[src/sv/rbtt_pkg.sv]
package rbtt_pkg;

    // Field widths
    localparam int REM_W   = 24;   // remaining time in scan ticks
    localparam int CNT_W   = 3;    // retry counter
    localparam int BASE_W  = 16;   // base timeout register
    localparam int SLOT_W  = 4;    // slot field on the ports
    localparam int CFG_IDX_W = 1;
    localparam int CFG_DAT_W = 16;

    // Configuration register indexes
    localparam logic [CFG_IDX_W-1:0] CFG_BASE = 1'b0;
    localparam logic [CFG_IDX_W-1:0] CFG_MAXR = 1'b1;

    // Configuration reset values
    localparam logic [BASE_W-1:0] BASE_RST = 16'd20;
    localparam logic [CNT_W-1:0]  MAXR_RST = 3'd3;

    // Event codes
    localparam logic EV_RETX   = 1'b0;
    localparam logic EV_GIVEUP = 1'b1;

    // Operation codes
    typedef enum logic [1:0] {
        OP_TICK    = 2'd0,
        OP_START   = 2'd1,
        OP_RESTART = 2'd2,
        OP_STOP    = 2'd3
    } t_op;

    // One timer table entry
    typedef struct packed {
        logic [REM_W-1:0] remaining;
        logic [CNT_W-1:0] retries;
    } t_entry;

    // Outcome of updating one entry on a tick
    typedef struct packed {
        logic             we;       // write entry back
        t_entry           entry;    // value to write back
        logic             expire;   // timer reached zero
        logic             giveup;   // slot is freed
        logic [CNT_W-1:0] cnt;      // retry count reported
    } t_upd;

endpackage

[src/sv/retransmit_backoff_timer_table.sv]
// Retransmission timer table with exponential backoff, SLOTS connection slots.
// Command channel: start/busy. A word (operation, slot) is taken when start is
// high and busy is low. Start, restart and stop take effect at that edge and
// never raise busy; slots at or above SLOTS are ignored. A tick keeps busy
// high through scan, drain and flush: the scan reads one slot per cycle from
// the timer memory (one read, one write port), updates it and writes it back
// in the next cycle, then drains and flushes the last event.
// Events leave on o_strobe for exactly one cycle each; o_last marks the final
// event of a tick. Each event is held until the next expiry (or the end of the
// scan) is seen so that o_last is known: it leaves in the cycle after the
// write-back of the next expiring slot, and the last event of a tick leaves in
// the cycle in which busy drops. The receiver cannot stall.
// Configuration: i_cfg_valid/o_cfg_ready, index 0 base_timeout, 1 max_retries;
// write only while idle. o_cfg_ready is always high.
// Reset (synchronous, active low) clears all active bits, loads base_timeout
// 20 and max_retries 3. Memory contents of a slot are only used after a start
// has loaded them, so the memory needs no clearing pass.
module retransmit_backoff_timer_table #(
    parameter int SLOTS = 16
) (
    input  logic                               i_clk,
    input  logic                               i_rst_n,
    input  logic                               start,
    output logic                               busy,
    input  logic [1:0]                         i_operation,
    input  logic [rbtt_pkg::SLOT_W-1:0]        i_slot,
    input  logic                               i_cfg_valid,
    output logic                               o_cfg_ready,
    input  logic [rbtt_pkg::CFG_IDX_W-1:0]     i_cfg_index,
    input  logic [rbtt_pkg::CFG_DAT_W-1:0]     i_cfg_data,
    output logic                               o_strobe,
    output logic [rbtt_pkg::SLOT_W-1:0]        o_slot_res,
    output logic                               o_event_res,
    output logic [rbtt_pkg::CNT_W-1:0]         o_retry_count,
    output logic                               o_last
);
    import rbtt_pkg::*;

    localparam int IDXW = (SLOTS > 1) ? $clog2(SLOTS) : 1;

    typedef enum logic [3:0] {
        ST_IDLE  = 4'b0001,
        ST_SCAN  = 4'b0010,
        ST_DRAIN = 4'b0100,
        ST_FLUSH = 4'b1000
    } t_state;

    t_state            r_state, n_state;
    logic [BASE_W-1:0] r_base_timeout;
    logic [CNT_W-1:0]  r_max_retries;
    logic [SLOTS-1:0]  r_active;
    logic [IDXW-1:0]   r_rd_idx;
    logic              r_wb_valid;
    logic [IDXW-1:0]   r_wb_idx;

    // Held event, emitted once the next one (or the end of scan) is seen
    logic              r_pend_valid;
    logic [SLOT_W-1:0] r_pend_slot;
    logic              r_pend_ev;
    logic [CNT_W-1:0]  r_pend_cnt;

    logic              r_out_strobe;
    logic [SLOT_W-1:0] r_out_slot;
    logic              r_out_ev;
    logic [CNT_W-1:0]  r_out_cnt;
    logic              r_out_last;

    logic              accept;
    logic              cmd_ok;
    logic [IDXW-1:0]   cmd_idx;
    t_op               op;
    t_entry            rd_entry;
    t_entry            load_entry;
    t_upd              upd;
    logic              mem_we;
    logic [IDXW-1:0]   mem_waddr;
    t_entry            mem_wdata;
    logic              wb_act;

    assign busy        = (r_state != ST_IDLE);
    assign accept      = start && !busy;
    assign op          = t_op'(i_operation);
    assign cmd_idx     = IDXW'(i_slot);
    assign cmd_ok      = (32'(i_slot) < SLOTS);
    assign o_cfg_ready = 1'b1;
    assign wb_act      = r_wb_valid && r_active[r_wb_idx];

    assign load_entry.remaining = REM_W'(r_base_timeout);
    assign load_entry.retries   = '0;

    // Configuration registers
    always_ff @(posedge i_clk) begin
        if (!i_rst_n) begin
            r_base_timeout <= BASE_RST;
            r_max_retries  <= MAXR_RST;
        end else if (i_cfg_valid && o_cfg_ready) begin
            case (i_cfg_index)
                CFG_BASE: r_base_timeout <= i_cfg_data;
                CFG_MAXR: r_max_retries  <= i_cfg_data[CNT_W-1:0];
                default:  ;
            endcase
        end
    end

    // Scan sequencer
    always_comb begin
        n_state = r_state;
        case (r_state)
            ST_IDLE: begin
                if (accept && op == OP_TICK) n_state = ST_SCAN;
            end
            ST_SCAN: begin
                if (r_rd_idx == IDXW'(SLOTS - 1)) n_state = ST_DRAIN;
            end
            ST_DRAIN: n_state = ST_FLUSH;
            ST_FLUSH: n_state = ST_IDLE;
            default:  n_state = ST_IDLE;
        endcase
    end

    always_ff @(posedge i_clk) begin
        if (!i_rst_n) begin
            r_state    <= ST_IDLE;
            r_rd_idx   <= '0;
            r_wb_valid <= 1'b0;
        end else begin
            r_state    <= n_state;
            r_wb_valid <= (r_state == ST_SCAN);
            if (r_state == ST_SCAN) begin
                r_rd_idx <= r_rd_idx + IDXW'(1);
            end else begin
                r_rd_idx <= '0;
            end
        end
    end

    always_ff @(posedge i_clk) begin
        r_wb_idx <= r_rd_idx;
    end

    // Memory write port: commands while idle, write-back during scan
    always_comb begin
        mem_we    = 1'b0;
        mem_waddr = r_wb_idx;
        mem_wdata = upd.entry;
        if (accept && cmd_ok && (op == OP_START || op == OP_RESTART)) begin
            mem_we    = 1'b1;
            mem_waddr = cmd_idx;
            mem_wdata = load_entry;
        end else if (r_wb_valid && upd.we) begin
            mem_we = 1'b1;
        end
    end

    rbtt_mem #(
        .DEPTH (SLOTS),
        .AW    (IDXW)
    ) u_mem (
        .i_clk   (i_clk),
        .i_we    (mem_we),
        .i_waddr (mem_waddr),
        .i_wdata (mem_wdata),
        .i_raddr (r_rd_idx),
        .o_rdata (rd_entry)
    );

    rbtt_update u_update (
        .i_entry  (rd_entry),
        .i_active (wb_act),
        .i_base   (r_base_timeout),
        .i_max    (r_max_retries),
        .o_upd    (upd)
    );

    // Active bits
    always_ff @(posedge i_clk) begin
        if (!i_rst_n) begin
            r_active <= '0;
        end else if (accept && cmd_ok && op == OP_START) begin
            r_active[cmd_idx] <= 1'b1;
        end else if (accept && cmd_ok && op == OP_STOP) begin
            r_active[cmd_idx] <= 1'b0;
        end else if (wb_act && upd.giveup) begin
            r_active[r_wb_idx] <= 1'b0;
        end
    end

    // Event holding stage and output register
    always_ff @(posedge i_clk) begin
        if (!i_rst_n) begin
            r_pend_valid <= 1'b0;
            r_out_strobe <= 1'b0;
        end else begin
            r_out_strobe <= 1'b0;
            if (wb_act && upd.expire) begin
                r_out_strobe <= r_pend_valid;
                r_pend_valid <= 1'b1;
            end else if (r_state == ST_FLUSH) begin
                r_out_strobe <= r_pend_valid;
                r_pend_valid <= 1'b0;
            end
        end
    end

    always_ff @(posedge i_clk) begin
        if (wb_act && upd.expire) begin
            r_pend_slot <= SLOT_W'(r_wb_idx);
            r_pend_ev   <= upd.giveup ? EV_GIVEUP : EV_RETX;
            r_pend_cnt  <= upd.cnt;
            r_out_slot  <= r_pend_slot;
            r_out_ev    <= r_pend_ev;
            r_out_cnt   <= r_pend_cnt;
            r_out_last  <= 1'b0;
        end else if (r_state == ST_FLUSH) begin
            r_out_slot  <= r_pend_slot;
            r_out_ev    <= r_pend_ev;
            r_out_cnt   <= r_pend_cnt;
            r_out_last  <= 1'b1;
        end
    end

    assign o_strobe      = r_out_strobe;
    assign o_slot_res    = r_out_slot;
    assign o_event_res   = r_out_ev;
    assign o_retry_count = r_out_cnt;
    assign o_last        = r_out_last;

    // Events only come out of a tick scan
    a_strobe_in_scan: assert property (@(posedge i_clk) disable iff (!i_rst_n)
        o_strobe |-> $past(r_state != ST_IDLE))
        else $error("event strobe outside a tick scan");

    // Write-back stage only follows scan reads
    a_wb_in_scan: assert property (@(posedge i_clk) disable iff (!i_rst_n)
        r_wb_valid |-> (r_state == ST_SCAN || r_state == ST_DRAIN))
        else $error("write-back outside scan");

    // Final event leaves nothing held and ends the tick
    a_last_flush: assert property (@(posedge i_clk) disable iff (!i_rst_n)
        (o_strobe && o_last) |-> (!r_pend_valid && r_state == ST_IDLE))
        else $error("event still held after last");

    // No event stays held between ticks
    a_idle_empty: assert property (@(posedge i_clk) disable iff (!i_rst_n)
        (r_state == ST_IDLE) |-> !r_pend_valid)
        else $error("held event while idle");

endmodule

[src/sv/rbtt_mem.sv]
module rbtt_mem #(
    parameter int DEPTH = 16,
    parameter int AW    = 4
) (
    input  logic              i_clk,
    input  logic              i_we,
    input  logic [AW-1:0]     i_waddr,
    input  rbtt_pkg::t_entry  i_wdata,
    input  logic [AW-1:0]     i_raddr,
    output rbtt_pkg::t_entry  o_rdata
);
    import rbtt_pkg::*;

    t_entry r_mem [DEPTH];
    t_entry r_rdata;

    // One write port, one registered read port
    always_ff @(posedge i_clk) begin
        if (i_we) begin
            r_mem[i_waddr] <= i_wdata;
        end
        r_rdata <= r_mem[i_raddr];
    end

    assign o_rdata = r_rdata;

endmodule

[src/sv/rbtt_update.sv]
module rbtt_update (
    input  rbtt_pkg::t_entry                 i_entry,
    input  logic                             i_active,
    input  logic [rbtt_pkg::BASE_W-1:0]      i_base,
    input  logic [rbtt_pkg::CNT_W-1:0]       i_max,
    output rbtt_pkg::t_upd                   o_upd
);
    import rbtt_pkg::*;

    logic [REM_W-1:0] dec;
    logic [CNT_W-1:0] cnt_inc;
    logic [3:0]       shift;

    // Saturating decrement, then retransmit or give up at zero
    always_comb begin
        dec     = (i_entry.remaining == '0) ? '0 : i_entry.remaining - REM_W'(1);
        cnt_inc = i_entry.retries + CNT_W'(1);
        shift   = 4'(cnt_inc) + 4'd1;
        o_upd   = '0;
        if (i_active) begin
            if (dec != '0) begin
                o_upd.we              = 1'b1;
                o_upd.entry.remaining = dec;
                o_upd.entry.retries   = i_entry.retries;
            end else if (i_entry.retries >= i_max) begin
                o_upd.expire = 1'b1;
                o_upd.giveup = 1'b1;
                o_upd.cnt    = i_entry.retries;
            end else begin
                o_upd.we              = 1'b1;
                o_upd.entry.remaining = REM_W'(i_base) << shift;
                o_upd.entry.retries   = cnt_inc;
                o_upd.expire          = 1'b1;
                o_upd.cnt             = cnt_inc;
            end
        end
    end

endmodule
[config.mk]
export PLATFORM = sky130hd
export DESIGN_NAME = retransmit_backoff_timer_table
export DESIGN_NICKNAME = d
export VERILOG_FILES = /design/src/sv/rbtt_pkg.sv /design/src/sv/retransmit_backoff_timer_table.sv /design/src/sv/rbtt_mem.sv /design/src/sv/rbtt_update.sv
export SDC_FILE = /design/constraint.sdc
export NUM_CORES = 1
export LEC_CHECK = 0
export BUFFER_PORTS_ARGS = -buffer_cell sky130_fd_sc_hd__buf_2
export CORE_MARGIN = 4
export CORE_UTILIZATION = 65
export CTS_BUF_LIST = sky130_fd_sc_hd__clkbuf_2 sky130_fd_sc_hd__clkbuf_4 sky130_fd_sc_hd__clkbuf_8
export CTS_CLUSTER_SIZE = 14
export DETAILED_ROUTE_END_ITERATION = 10
export PLACE_DENSITY = 0.85
export SKIP_CTS_REPAIR_TIMING = 1
export SLEW_MARGIN = 0
export SYNTH_ARGS = -nofsm -noshare
export SYNTH_HDL_FRONTEND = slang
export SYNTH_SLANG_ARGS = --single-unit
export TNS_END_PERCENT = 30
[constraint.sdc]
create_clock -name i_clk -period 5.3 [get_ports i_clk]
set_input_delay 0.53 -clock i_clk [delete_from_list [all_inputs] [get_ports i_clk]]
set_output_delay 0.53 -clock i_clk [all_outputs]
set_load 0.005 [all_outputs]
==> Word-level counts from Yosys, hierarchy flattened <==
Memories as Yosys holds them, arrays and structs flattened. A register that Yosys moved wholly into a read port is not among the register bits.
Index checks and enable logic that the tools add are counted.
{ "word_totals": {"mem_bits_rw": 432, "ff_bits": 67, "inputBits": 27, "memories": 1} }
{ "op_classes": {"mux": 36, "n_addsub": 4, "n_lt_le_gt_ge": 5, "reduce_logical": 23, "n_eq_ne": 11, "shifts": 1, "bitwise_logic": 7} }
{ "mem_list": {"columns": ["memory", "depth", "word_bits", "read_ports", "rd_clocked_by_memory_dff", "write_ports", "line", "text"], "rows": [
  ["u_mem.r_mem", 16, 27, 1, 1, 1, "rbtt_mem.sv:14", "t_entry r_mem [DEPTH];"]
]} }
{ "op_table": {"columns": ["op", "n"], "rows": [
  ["28-bit two-way mux", 2],
  ["16-bit two-way mux", 3],
  ["33-bit two-way mux", 1],
  ["16-bit AND", 2],
  ["16-bit NOT", 2],
  ["27-bit two-way mux", 1],
  ["24-bit logical NOT", 1],
  ["24-bit two-way mux", 1],
  ["24-bit nonzero test", 1],
  ["16-bit by 4-bit << shifter with 24-bit output", 1],
  ["24-bit by 1-bit subtractor with 24-bit output, second input constant", 1],
  ["4-bit two-way mux", 5],
  ["16-bit bitwise OR", 1],
  ["1-bit two-way mux", 15],
  ["4-bit one-hot mux with 3 select lines", 1],
  ["1-bit logical AND", 11],
  ["4-bit by 5-bit < comparator with 1-bit output, second input constant", 2],
  ["3-bit two-way mux", 3],
  ["1-bit demux with 4-bit select", 2],
  ["4-bit equality test, second input constant", 2],
  ["4-bit by 1-bit >= comparator with 1-bit output, second input constant", 2],
  ["2-bit AND reduction", 4],
  ["5-bit two-way mux", 1],
  ["3-bit by 1-bit adder with 4-bit output, second input constant", 1],
  ["other kinds (18)", 21]
]} }

==> Logic depth before layout (Yosys ltp) <==
{ "depth": {"ltp_word": 11, "depth_mapped": 12, "depth_no_buf": 10} }

==> Hierarchy <==
Synthesis repeated with hierarchy kept, for this count alone.
{ "hier_totals": {"hier_cells": 1354, "area_unflattened_um2": 22486.6} }
{ "by_module_without_submodules": {"columns": ["module", "instances", "area_each_um2", "cells_per_inst"], "rows": [
  ["rbtt_mem", 1, 16892.5, 710],
  ["retransmit_backoff_timer_table", 1, 3490.8, 367],
  ["rbtt_update", 1, 2103.3, 277]
]} }

==> Worst setup path after synthesis <==
No wires, ideal clock.
{ "synth_path": {"path_kind": "register to register", "start": "reg, netlist name u_mem.o_rdata[18]", "end": "mem u_mem.r_mem[0][8] in the netlist's numbering (data pin)", "setup_ns": 0.341, "arrival_ns": 3.440, "t_required_ns": 4.959, "stages_incl_launch_ff": 10, "path_buffers": 1, "slack_ns": 1.519, "path_cell_list": "dfxtp_1 > or4_4 > or3_4 > nor4_1 > xor2_1 > nor4_1 > a31oi_4 > nand2b_2 > buf_6 > o31ai_1"} }
{ "synth_lines": {"columns": ["item", "line"], "rows": [
  ["end, declared", "rbtt_mem.sv:14"]
]} }

==> flow_summary.ini <==
[die]
io_pins = 39
die_w_um = 191
fp.dieArea_um2 = 36500
rows = 66
coreArea_um2 = 32800
start_util_pct = 66.4
fp.dieH_um = 191

[placement]
io_buffers = 37
dpl.cell_count = 1717
hpwlAfterDp_mm = 31.6
gp_congestion = 0.979

[timing]
max_freq_ghz = 0.226
drv_slew = 0
period_needed_ps = 4420
hold_ws_ps = 131
tightestPinTransition_ps = 1270
hold_viol = 0
fin_skew_ps = 31.0
rsz0062_at_grt = no
tns_ps = 0
finalSetupViolations = 0
period_share_pct = 83.4
max_slew_margin_pct = 15.3

[synth]
synth_fa_ha_area_share_pct = 0.690
synth_top_cell_by_area = edfxtp_1
yosysSeqAreaShare_pct = 69.0
yosysWarnings = 0
synth_compound_area_share_pct = 4.89
async_flop_share_pct = 0
synthMuxAreaShare_pct = 16.3
synth-simple-area-share_pct = 6.38
synth_top_family_by_area = multiplexers
synth-xor-area-share_pct = 1.13
synth_edf_count = 448
synth_cell_types = 61
syn_inst = 1274
syn_nets = 1313
synthTopCellsByArea = edfxtp_1 (62%), mux4_2 (16%), dfxtp_1 (7.2%)
ys.flop_type = edfxtp_1
synth.top_cell.area_share_pct = 61.8
synth_area_um2 = 21800
ys_ff_latch = 526
synth.avg_cell_area_um2 = 17.1

[critical_path]
cp-end-kind = flip-flop
setup.worst_path.start = u_mem.o_rdata[6]
path_max_fanout = 21
cp.arrival_ps = 4670
worst-setup-path-type = reg -> reg
cp-start-kind = flip-flop
r2r_setup_slack_ps = 880
r2r-end = u_mem.r_mem[5][25]
reg2regPathDepth = 8
endpoint = u_mem.r_mem[5][25]
worstReg2RegStart = u_mem.o_rdata[6]
worstPathRequired_ps = 5560

[clocking]
cts_tree = built
clock_path_buffers = 3
cts-root-buf = clkbuf_8
clkTransAtPathRegs_ps = 60
cts.htree.levels = 3
clkSinkCount = 526
numCtsBuffers = 81
clock_latency_ps = 640

[power_and_ir_drop]
ir_drop_uv = 265
p_leak_nw = 8.57
p_per_area_nw_per_um2 = 335

[global_routing]
antenna_found_initial = 0
grt_pass1_vias = 12571
grtUsageTotal_pct = 29.2
overflow = 0
grt_max_degree = 57
grt_pass1_wl_mm = 78.6

[route]
detail_route.iter0.violations = 1654
first_pass_iters = 6
num_vias = 12423
drcViolationCount = 0
wl_per_cell_um = 27.5
wirelength_mm = 51.2
detail-route-antenna-nets = 0
vias_per_cell = 6.66

[worst_hold_path]
worstHoldPathCells = 3
min_path_type = in -> reg

[layout]
layout-drive-gt1-share_pct = 28.5
stdcell_count = 1864
insertedDiodeCount = 0
syn_to_final_growth_pct = 11.4
fin_nets = 1397
fillCellCount = 1918

[run_status]
status = finished clean

[run]
maxCapViolCount = 0
[routing by layer]
layer | track usage, % | vias up | share of wire, %
met2 | 45.2 | 807 | 47
met5 | 0 | - | 0
li1 | - | 5258 | -
met3 | 5.50 | 122 | 9.7
met1 | 42.6 | 6236 | 39
met4 | 11.0 | 0 | 3.9
[state kept, by name, summed over array words and instances, names as in the netlist]
signal          cells
r_active           16
r_state             4
o_strobe            1
o_event_res         1
u_mem.o_rdata      27
r_pend_cnt          3
r_rd_idx            4
r_wb_idx            4
r_max_retries       3
o_retry_count       3
u_mem.r_mem       432
r_wb_valid          1
r_base_timeout     16
r_pend_valid        1
o_slot_res          4
r_pend_slot         4
r_pend_ev           1
o_last              1
[worst max-delay path, cell delays in order (launching register included)]
cell	delay (ps)
dfxtp_1	380
nor4_2	700
nand2_1	240
nor4_1	310
xor2_1	170
nor4_1	510
a31oi_4	240
nand2b_2	490
o21ai_1	1000
[logic make-up after synthesis]
kind of cell | after synthesis
AO/OA/AOI/OAI | 163
XOR/XNOR | 28
adder cells (fa/ha/maj) | 12
buffers and inverters | 82
flip-flops | 526
multiplexers | 166
other | 1
AND/OR/NAND/NOR | 296
[cell usage in the layout (no fill, tap or decap), types with 14 or more instances in the layout]
cell and n:
edfxtp_1 448, mux4_2 151, nand2_1 96, clkbuf_8 86, nor2_1 77, dfxtp_1 74, a21oi_1 47, buf_2 37
buf_4 32, o21ai_0 29, clkbuf_4 27, nand3_1 22, nor2_4 16, a21boi_0 16, xor2_1 15, mux2i_1 14
clkinv_2 14
[report_power, final]
part	switching, W	leakage (nW)	internal, W	total (W)
clock network	0.00156	0.872	0.00181	0.00337
logic	0.000160	2.19	0.0000845	0.000245
registers	0.0000256	5.51	0.00447	0.00450
[stage by stage]
step | area, um^2 | power, W | worst slack [ps] | utilization, %
floorplan | 21800 | 0.00474 | 1520 | -
global placement | 22600 | 0.00482 | 1160 | 68.9
detailed placement | 22600 | 0.00483 | 1020 | 68.9
CTS | 24200 | 0.00816 | 998 | 73.9
global route | 24200 | 0.00840 | 630 | 73.9
finish | 24200 | 0.00812 | 882 | 73.9
[cell usage after synthesis, drive strengths merged (2+ instances only)]
cell type and instances:
and2 4, xnor2 13, nand4 7, nor2b 10, inv 13, o21ai 39, and4b 2, or2 2
nor4b 3, edfxtp 448, a32oi 3, ha 12, a31oi 15, mux4 151, nor4 14, nor3 14
a21oi 58, clkbuf 48, nor2 93, a22oi 7, nand3b 3, nand2b 8, nor3b 4, nand3 22
a21boi 17, buf 21, dfxtp 78, and3 6, o211ai 4, xor2 15, o31ai 8, or4 2
a21o 3, or3 4, nand2 96, o22ai 3, mux2i 14
[cell type report]
class | count | area [um^2] | area share, %
Timing Repair Buffer | 70 | 445 | 1.84
Inverter | 13 | 48.8 | 0.201
Clock inverter | 34 | 256 | 1.06
Clock buffer | 113 | 1390 | 5.72
Multi-Input combinational cell | 666 | 6530 | 26.9
Sequential cell | 526 | 15000 | 62.0
Tap cell | 442 | 553 | 2.28
[how the worst min path moves through the flow]
stage,from,end
floorplan,r_rd_idx[3],r_wb_idx[3]
global placement,r_pend_slot[2],o_slot_res[2]
detailed placement,r_pend_slot[3],o_slot_res[3]
CTS,i_cfg_data[4],r_base_timeout[4]
global route,i_cfg_data[4],r_base_timeout[4]
finish,i_cfg_data[4],r_base_timeout[4]
Power figures use the tool's default switching activity.
